--- config.mk ---
export PLATFORM = sky130hd
export DESIGN_NAME = led_blink_controller
export DESIGN_NICKNAME = d
export VERILOG_FILES = /design/src/rtl/lbc_pkg.sv /design/src/rtl/lbc_chan.sv /design/src/rtl/led_blink_controller.sv
export VERILOG_INCLUDE_DIRS = /design/src /design/src/rtl
export SDC_FILE = /design/constraint.sdc
export NUM_CORES = 2
export LEC_CHECK = 0
export ABC_AREA = 1
export BUFFER_PORTS_ARGS = -buffer_cell sky130_fd_sc_hd__buf_2
export CORE_MARGIN = 2
export CORE_UTILIZATION = 43
export CTS_CLUSTER_DIAMETER = 50
export DETAILED_ROUTE_END_ITERATION = 7
export GPL_TIMING_DRIVEN = 0
export PLACE_DENSITY = 0.68
export REMOVE_ABC_BUFFERS = 1
export SLEW_MARGIN = 20
export SYNTH_ARGS = -nofsm -noshare
export SYNTH_HDL_FRONTEND = slang
export SYNTH_SLANG_ARGS = --single-unit
--- constraint.sdc ---
create_clock -name clk -period 2.87 [get_ports clk]
set_clock_uncertainty 0.05 [all_clocks]
set_input_delay 0.287 -clock clk [delete_from_list [all_inputs] [get_ports clk]]
set_output_delay 0.287 -clock clk [all_outputs]
set_load 0.05 [all_outputs]
--- src/rtl/led_blink_controller_assert.svh ---
// Assertion macros shared by the LED blink controller RTL.
// Depends on a clock named clk and a reset named rst in the including module.
`ifndef LED_BLINK_CONTROLLER_ASSERT_SVH
`define LED_BLINK_CONTROLLER_ASSERT_SVH

// Checked only outside reset.
`define LBC_ASSERT(label, prop, msg) \
  label: assert property (@(posedge clk) disable iff (rst) (prop)) else $error(msg);

// Checked in every cycle, reset included.
`define LBC_ASSERT_ALWAYS(label, prop, msg) \
  label: assert property (@(posedge clk) (prop)) else $error(msg);

`endif

--- src/rtl/lbc_pkg.sv ---
// Package for the LED blink controller: sizes, operation, status and mode codes,
// the per-channel command struct and the time saturation helper. No dependencies.
package lbc_pkg;

  localparam int NUM_LEDS   = 8;
  localparam int TIME_WIDTH = 16;
  localparam int ID_W       = 3;
  localparam int LED_SLOTS  = 1 << ID_W;
  localparam int IN_TIME_W  = 16;

  typedef logic [TIME_WIDTH-1:0] time_t;
  typedef logic [ID_W-1:0]       led_id_t;
  typedef logic [LED_SLOTS-1:0]  led_vec_t;

  localparam time_t    TIME_MAX = '1;
  localparam led_vec_t LED_MASK = LED_SLOTS'((16'd1 << NUM_LEDS) - 16'd1);

  // Configuration register indexes
  localparam logic REG_ACTIVE_HIGH = 1'b0;
  localparam logic REG_PRESENT     = 1'b1;

  typedef enum logic [1:0] {
    FN_TICK  = 2'd0,
    FN_ON    = 2'd1,
    FN_OFF   = 2'd2,
    FN_CHECK = 2'd3
  } func_t;

  typedef enum logic [1:0] {
    ST_OK      = 2'd0,
    ST_BUSY    = 2'd1,
    ST_NOCFG   = 2'd2,
    ST_INVALID = 2'd3
  } status_t;

  typedef enum logic [2:0] {
    MODE_IDLE       = 3'd0,
    MODE_PULSE_WAIT = 3'd1,
    MODE_PULSE_LIT  = 3'd2,
    MODE_BLINK_WAIT = 3'd3,
    MODE_BLINK_LIT  = 3'd4,
    MODE_BLINK_DARK = 3'd5
  } mode_t;

  typedef enum logic [1:0] {
    CH_NONE = 2'd0,
    CH_TICK = 2'd1,
    CH_ON   = 2'd2,
    CH_OFF  = 2'd3
  } chan_op_t;

  typedef struct packed {
    chan_op_t op;
    time_t    dly;
    time_t    onm;
    time_t    per;
  } chan_cmd_t;

  // Clamp an incoming time field to the internal time width
  function automatic time_t sat_time(input logic [IN_TIME_W-1:0] v);
    logic [31:0] v32;
    v32 = 32'(v);
    if (v32 > 32'(TIME_MAX)) begin
      return TIME_MAX;
    end
    return TIME_WIDTH'(v32);
  endfunction

endpackage

--- src/rtl/lbc_chan.sv ---
// One LED channel of the blink controller: mode, phase counter, stored timing, lit bit.
// Depends on lbc_pkg and led_blink_controller_assert.svh.
`include "led_blink_controller_assert.svh"

module lbc_chan (
  input  logic               clk,
  input  logic               rst,
  input  lbc_pkg::chan_cmd_t cmd,
  output lbc_pkg::mode_t     mode,
  output logic               lit,
  output logic               lit_next
);

  lbc_pkg::mode_t mode_next;
  lbc_pkg::time_t count, count_next;
  lbc_pkg::time_t on_time, on_time_next;
  lbc_pkg::time_t period, period_next;

  always_comb begin
    mode_next    = mode;
    count_next   = count;
    on_time_next = on_time;
    period_next  = period;
    lit_next     = lit;
    case (cmd.op)
      lbc_pkg::CH_TICK: begin
        if (mode != lbc_pkg::MODE_IDLE) begin
          if (count > lbc_pkg::time_t'(1)) begin
            count_next = count - lbc_pkg::time_t'(1);
          end else begin
            case (mode)
              lbc_pkg::MODE_PULSE_WAIT: begin
                mode_next  = lbc_pkg::MODE_PULSE_LIT;
                count_next = on_time;
                lit_next   = 1'b1;
              end
              lbc_pkg::MODE_PULSE_LIT: begin
                mode_next  = lbc_pkg::MODE_IDLE;
                count_next = '0;
                lit_next   = 1'b0;
              end
              lbc_pkg::MODE_BLINK_WAIT, lbc_pkg::MODE_BLINK_DARK: begin
                mode_next  = lbc_pkg::MODE_BLINK_LIT;
                count_next = on_time;
                lit_next   = 1'b1;
              end
              lbc_pkg::MODE_BLINK_LIT: begin
                mode_next  = lbc_pkg::MODE_BLINK_DARK;
                count_next = period - on_time;
                lit_next   = 1'b0;
              end
              default: begin
                mode_next = mode;
              end
            endcase
          end
        end
      end
      lbc_pkg::CH_ON: begin
        // Checks already passed upstream; pick blink, pulse or steady
        if (cmd.per != '0) begin
          on_time_next = cmd.onm;
          period_next  = cmd.per;
          if (cmd.dly != '0) begin
            mode_next  = lbc_pkg::MODE_BLINK_WAIT;
            count_next = cmd.dly;
          end else begin
            mode_next  = lbc_pkg::MODE_BLINK_LIT;
            count_next = cmd.onm;
            lit_next   = 1'b1;
          end
        end else if (cmd.onm != '0) begin
          on_time_next = cmd.onm;
          period_next  = '0;
          if (cmd.dly != '0) begin
            mode_next  = lbc_pkg::MODE_PULSE_WAIT;
            count_next = cmd.dly;
          end else begin
            mode_next  = lbc_pkg::MODE_PULSE_LIT;
            count_next = cmd.onm;
            lit_next   = 1'b1;
          end
        end else if (cmd.dly == '0) begin
          mode_next  = lbc_pkg::MODE_IDLE;
          count_next = '0;
          lit_next   = 1'b1;
        end
      end
      lbc_pkg::CH_OFF: begin
        mode_next  = lbc_pkg::MODE_IDLE;
        count_next = '0;
        lit_next   = 1'b0;
      end
      default: begin
        mode_next = mode;
      end
    endcase
  end

  always_ff @(posedge clk) begin
    if (rst) begin
      mode    <= lbc_pkg::MODE_IDLE;
      count   <= '0;
      on_time <= '0;
      period  <= '0;
      lit     <= 1'b0;
    end else begin
      mode    <= mode_next;
      count   <= count_next;
      on_time <= on_time_next;
      period  <= period_next;
      lit     <= lit_next;
    end
  end

  `LBC_ASSERT(a_idle_count_zero, (mode == lbc_pkg::MODE_IDLE) |-> (count == '0), "idle channel with a running count")
  `LBC_ASSERT(a_blink_timing, ((mode == lbc_pkg::MODE_BLINK_WAIT) || (mode == lbc_pkg::MODE_BLINK_LIT) || (mode == lbc_pkg::MODE_BLINK_DARK)) |-> (on_time < period), "blink with on-time not below period")
  `LBC_ASSERT(a_lit_phase, ((mode == lbc_pkg::MODE_PULSE_LIT) || (mode == lbc_pkg::MODE_BLINK_LIT)) |-> lit, "lit phase with LED dark")
  `LBC_ASSERT(a_dark_phase, (mode == lbc_pkg::MODE_BLINK_DARK) |-> !lit, "dark phase with LED lit")

endmodule

--- src/rtl/led_blink_controller.sv ---
// LED blink controller top: input stage, command decode, eight channels, result register.
// The input stage registers each item; the result register loads when the staged item advances,
// and the result can then transfer. Throughput: one item per cycle while the output is not
// stalled. The input stage and the result register each hold one item; ready drops only when
// both are full and the output is stalled. Synchronous active-high reset idles all channels,
// darkens all LEDs, sets the polarity mask to all active-high and the present mask to zero.
`include "led_blink_controller_assert.svh"

module led_blink_controller (
  input  logic        clk,
  input  logic        rst,
  input  logic        cfg_we,
  input  logic        cfg_index,
  input  logic [7:0]  cfg_wdata,
  input  logic        s_tvalid,
  output logic        s_tready,
  input  logic [55:0] s_tdata,   // led_id[2:0], delay_ms[18:3], on_ms[34:19], period_ms[50:35]
  input  logic [1:0]  s_tuser,   // func[1:0]
  output logic        m_tvalid,
  input  logic        m_tready,
  output logic [15:0] m_tdata    // status[1:0], lit[2], pin_levels[10:3]
);

  logic [7:0] active_high_mask;
  logic [7:0] present_mask;

  // Input stage
  logic                stg_valid;
  lbc_pkg::func_t      stg_func;
  lbc_pkg::led_id_t    stg_id;
  lbc_pkg::time_t      stg_dly, stg_onm, stg_per;
  logic                advance, in_xfer;

  // Result register
  lbc_pkg::status_t    res_status;
  logic                res_lit;
  logic [7:0]          res_pins;

  lbc_pkg::status_t    status;
  logic                lit_sel;
  lbc_pkg::chan_op_t   base_op;
  logic                id_ok, present_sel;
  lbc_pkg::mode_t      mode_sel;

  lbc_pkg::chan_cmd_t  cmds [lbc_pkg::LED_SLOTS];
  lbc_pkg::mode_t      modes [lbc_pkg::LED_SLOTS];
  lbc_pkg::led_vec_t   lit_now, lit_nxt;

  assign advance  = stg_valid && (!m_tvalid || m_tready);
  assign s_tready = !stg_valid || advance;
  assign in_xfer  = s_tvalid && s_tready;

  always_ff @(posedge clk) begin
    if (rst) begin
      active_high_mask <= 8'hFF;
      present_mask     <= 8'h00;
    end else if (cfg_we) begin
      case (cfg_index)
        lbc_pkg::REG_ACTIVE_HIGH: active_high_mask <= cfg_wdata;
        lbc_pkg::REG_PRESENT:     present_mask     <= cfg_wdata;
        default:                  present_mask     <= present_mask;
      endcase
    end
  end

  always_ff @(posedge clk) begin
    if (rst) begin
      stg_valid <= 1'b0;
    end else if (in_xfer) begin
      stg_valid <= 1'b1;
    end else if (advance) begin
      stg_valid <= 1'b0;
    end
  end

  always_ff @(posedge clk) begin
    if (in_xfer) begin
      stg_func <= lbc_pkg::func_t'(s_tuser);
      stg_id   <= s_tdata[2:0];
      stg_dly  <= lbc_pkg::sat_time(s_tdata[18:3]);
      stg_onm  <= lbc_pkg::sat_time(s_tdata[34:19]);
      stg_per  <= lbc_pkg::sat_time(s_tdata[50:35]);
    end
  end

  // Decode the staged item against current channel state
  always_comb begin
    id_ok       = 32'(stg_id) < lbc_pkg::NUM_LEDS;
    present_sel = id_ok && present_mask[stg_id];
    mode_sel    = modes[stg_id];
    status      = lbc_pkg::ST_OK;
    lit_sel     = 1'b0;
    base_op     = lbc_pkg::CH_NONE;
    case (stg_func)
      lbc_pkg::FN_TICK: begin
        base_op = lbc_pkg::CH_TICK;
      end
      lbc_pkg::FN_ON: begin
        if (mode_sel inside {lbc_pkg::MODE_BLINK_WAIT, lbc_pkg::MODE_BLINK_LIT,
                             lbc_pkg::MODE_BLINK_DARK}) begin
          status = lbc_pkg::ST_BUSY;
        end else if (!present_sel) begin
          status = lbc_pkg::ST_NOCFG;
        end else if ((stg_per != '0) && ((stg_onm == '0) || (stg_per <= stg_onm))) begin
          status = lbc_pkg::ST_INVALID;
        end else begin
          base_op = lbc_pkg::CH_ON;
        end
      end
      lbc_pkg::FN_OFF: begin
        if (!present_sel) begin
          status = lbc_pkg::ST_NOCFG;
        end else begin
          base_op = lbc_pkg::CH_OFF;
        end
      end
      lbc_pkg::FN_CHECK: begin
        if (!present_sel) begin
          status = lbc_pkg::ST_NOCFG;
        end else begin
          lit_sel = lit_now[stg_id];
        end
      end
      default: begin
        base_op = lbc_pkg::CH_NONE;
      end
    endcase
    if (!advance) begin
      base_op = lbc_pkg::CH_NONE;
    end
  end

  // Broadcast ticks; steer on and off to the addressed channel only
  always_comb begin
    for (int i = 0; i < lbc_pkg::LED_SLOTS; i++) begin
      cmds[i].op  = ((base_op == lbc_pkg::CH_TICK) ||
                     (stg_id == lbc_pkg::ID_W'(i))) ? base_op : lbc_pkg::CH_NONE;
      cmds[i].dly = stg_dly;
      cmds[i].onm = stg_onm;
      cmds[i].per = stg_per;
    end
  end

  for (genvar g = 0; g < lbc_pkg::LED_SLOTS; g++) begin : g_chan
    if (g < lbc_pkg::NUM_LEDS) begin : g_real
      lbc_chan u_chan (
        .clk      (clk),
        .rst      (rst),
        .cmd      (cmds[g]),
        .mode     (modes[g]),
        .lit      (lit_now[g]),
        .lit_next (lit_nxt[g])
      );
    end else begin : g_absent
      assign modes[g]   = lbc_pkg::MODE_IDLE;
      assign lit_now[g] = 1'b0;
      assign lit_nxt[g] = 1'b0;
    end
  end

  always_ff @(posedge clk) begin
    if (rst) begin
      m_tvalid <= 1'b0;
    end else if (advance) begin
      m_tvalid <= 1'b1;
    end else if (m_tready) begin
      m_tvalid <= 1'b0;
    end
  end

  always_ff @(posedge clk) begin
    if (advance) begin
      res_status <= status;
      res_lit    <= lit_sel;
      res_pins   <= ~(lit_nxt ^ active_high_mask) & present_mask & lbc_pkg::LED_MASK;
    end
  end

  assign m_tdata = {5'b0, res_pins, res_lit, res_status};

  `LBC_ASSERT_ALWAYS(a_reset_empty,
    rst |=> (!m_tvalid && !stg_valid),
    "pipeline not empty after reset")
  `LBC_ASSERT(a_stall_hold,
    (stg_valid && !advance) |=> (stg_valid && $stable(stg_func) && $stable(stg_id)),
    "staged item lost while stalled")
  `LBC_ASSERT(a_ready_full,
    !s_tready |-> (stg_valid && m_tvalid && !m_tready),
    "ready low without a full stalled pipeline")
  `LBC_ASSERT(a_lit_ok,
    (m_tvalid && res_lit) |-> (res_status == lbc_pkg::ST_OK),
    "lit reported with an error status")

endmodule
==> impl_metrics.py <==
metrics = {
    "timing": {
        "period_minus_slack_ps": 3420,
        "fin_hold_ws_ps": 175,
        "relSlewSlack_pct": 22.3,
        "finalSetupViolations": 424,
        "rsz0062_at_grt": "yes",
        "worst_pin_slew_ps": 1170,
        "clock.fmax_mhz": 293,
        "setup_tns_ps": -179750,
        "maxSlewViolCount": 0,
        "fin_crit_sh_pct": 119,
        "finalHoldViolCount": 0,
        "setup_ws_ps": -546,
    },
    "global_route": {
        "antenna_found_initial": 8,
        "grt_max_degree": 125,
        "grt_pass1_wl_mm": 197,
        "grt_pass1_vias": 33200,
        "grt_overflow": 0,
        "grt_usage_pct": 33.2,
    },
    "worst_setup_path": {
        "crit_type": "register to register",
        "rrSetupSlack_ps": -550,
        "r2r_start": "stg_onm[9]",
        "critPathRequiredTime_ps": 3250,
        "cp.arrival_ps": 3790,
        "worst-path-max-fanout": 11,
        "endpoint_kind": "register",
        "crit_start": "stg_onm[9]",
        "startpoint_type": "register",
    },
    "detailed_routing": {
        "met1_length_mm": 52.1,
        "drc": 0,
        "drtAntennaViolNets": 0,
        "first_pass_iters": 8,
        "wl_mm": 135,
        "drt_iter0_drc": 4505,
        "vias": 36500,
        "vias_per_cell": 5.79,
        "wl_met2_mm": 54.9,
        "post_drt_wl_per_cell_um": 21.4,
        "wl_met3_mm": 16.9,
        "maxUsedRoutingLayer": "met4",
    },
    "pwr": {
        "power_density_nw_per_um2": 465,
        "clkPwrFrac_pct": 49.1,
        "power_frac_seq_pct": 37.5,
        "p_leak_nw": 18.0,
        "p_switching_mw": 5.47,
        "switching_share_pct": 28.2,
        "combPwrFrac_pct": 13.4,
        "irDropWorstVdd_mv": 0.573,
        "power.internal_mw": 13.9,
    },
    "final_layout": {
        "area_delta_synth_final_pct": 29.0,
        "drive_gt1_share_pct": 17.0,
        "final_cell_area_um2": 41700,
        "nets": 5496,
    },
    "yosys": {
        "synth_edf_count": 64,
        "synth-seq-cells": 498,
        "synth_cell_types": 58,
        "synth.avg_cell_area_um2": 6.57,
        "yosys_warnings": 0,
        "synth_seq_area_share_pct": 32.8,
        "synth.cell_area_um2": 32300,
        "synthFlopType": "dfxtp_1",
        "async_flop_share_pct": 0,
        "netlist_instances": 4923,
    },
    "clock_network": {
        "cts_num_sinks": 498,
        "cts_tree": "built",
        "clk_pin_slew_ps": 60,
        "clock_latency_ps": 640,
        "h-tree-depth": 3,
        "cts_buffers": 71,
        "cts-root-buf": "clkbuf_16",
        "cts_buffer_depth": 3,
    },
    "outcome": {
        "outcome": "finished with violations",
        "violations": "setup timing",
    },
    "placed_design": {
        "post_dp_cell_area_um2": 33600,
        "pre_cts_ws_ps": -2570,
        "gp_congestion": 0.955,
        "numPortBuffers": 79,
        "hpwl_mm": 77.3,
    },
    "floorplanning": {
        "die_x_um": 278,
        "floorplan.initialDensity_pct": 43.4,
        "rows": 100,
        "core_area_um2": 74400,
        "fp.dieH_um": 278,
        "die_area_um2": 77400,
        "ios": 90,
    },
    "worst_hold_path": {
        "min_from": "cfg_index",
        "min_path_type": "input port to register",
    },
    "flow_run": {
        "cap_viol_max_count": 0,
    },
}
## cells in the mapped netlist (all sizes together), types with 10 or more instances
library cell,number,share of area (%)
or2,34,0.66
nor2,768,9.1
nand3,208,3.2
o21bai,26,0.60
a21oi,437,6.8
nand2,1085,13
a22oi,12,0.28
edfxtp,64,5.9
a21boi,22,0.51
ha,152,5.9
o31ai,10,0.23
o21a,92,2.1
xor2,53,1.4
xnor2,39,1.1
clkbuf,117,1.4
o211ai,28,0.65
o22ai,16,0.31
nor4,13,0.25
a21o,11,0.26
buf,87,1.6
nand4,48,1.1
nor3,51,0.80
dfxtp,434,27
o221ai,24,0.65
inv,532,6.2
o21ai,497,7.7
## layer usage
metal | up-vias | track usage, %
met3 | 558 | 9.13
li1 | 17000 | -
met5 | - | 0
met1 | 16800 | 43.1
met2 | 2133 | 47.9
met4 | 0 | 22.8
## final timing paths
| kind | endpoint | cells after the start |
|---|---|---|
| worst max register to register | res_pins[7] | 17 |
| worst min register to register | g_chan[5].g_real.u_chan.period[15] | 2 |
| worst max-delay path | res_pins[7] | 17 |
| worst min-delay path | active_high_mask[4] | 4 |
## power groups by stage
stage	sequential [mW]	combinational, mW	clock, mW
after floorplan	7.41	1.29	0
after global placement	7.44	2.01	0
after detailed placement	7.43	2.00	0
after CTS	7.26	2.38	9.55
after global routing	7.28	2.75	9.86
final	7.27	2.61	9.53
## cells by family after synthesis
logic type	share of synthesized area, %
DFF	32.8
xor gates and xnor gates	2.49
other	0.0116
adders and majority gates	6.38
and+or+nand+nor	28.2
AOI/OAI and AO/OA	20.8
buffers and inverters	9.30
## cell usage in the layout (no fill, tap or decap), types with 67 or more instances in the layout
master / instances
buf_2: 79
dfxtp_1: 434
nor2_1: 705
o21ai_0: 356
a21oi_1: 377
clkbuf_16: 87
o21ai_2: 67
nand2_1: 1030
nand3_1: 184
ha_1: 149
inv_1: 484
buf_4: 164
o21a_1: 91
## through the flow
step	total power, mW	instances	utilization [%]
CTS	19.2	6232	54.3
floorplan	8.70	4723	-
global placement	9.45	5771	44.3
detailed placement	9.43	5793	45.1
global route	19.9	6293	56.0
finish	19.4	6297	56.1
## final cells by class
cell class,instances,area [µm²]
Fill cell,6707,32700
Tap cell,969,1210
Sequential cell,498,10600
Inverter,540,2210
Antenna cell,6,15.0
Timing Repair inverter,1,7.51
Multi-Input combinational cell,3717,20600
Timing Repair Buffer,435,4580
Clock inverter,40,524
Clock buffer,91,2010
## worst max-delay path, stage by stage, from the launching register on
cell      delay [ps]
edfxtp_1         470
inv_8            260
ha_1             310
nand4_1          130
nor3_2            70
nand2_1           90
nand2_1           90
inv_1            150
nand2_4          110
nand2_4           90
nand3_4          180
nand2_4          290
nand3_4          210
nand3_1          150
nand2_1           60
nor2_1           170
nor2_1            80
nor2_2           250
## flip-flops by register name, indices dropped and copies added (netlist names), 16 cells and up
signal and count:
stg_onm 16, stg_per 16, g_chan.g_real.u_chan.mode 24, g_chan.g_real.u_chan.on_time 128, g_chan.g_real.u_chan.count 128, stg_dly 16
g_chan.g_real.u_chan.period 128
## timing repair
action                                  4_1_cts  5_1_grt
gates cloned                                 50       11
endpoints found under the setup margin      426      426
hold buffers                                 63        0
setup buffers                               195       55
endpoints found under the hold margin        70        0
pin swaps                                    84       62
resized for setup                           316      263
No activity file was read; power rests on OpenSTA's default activity.
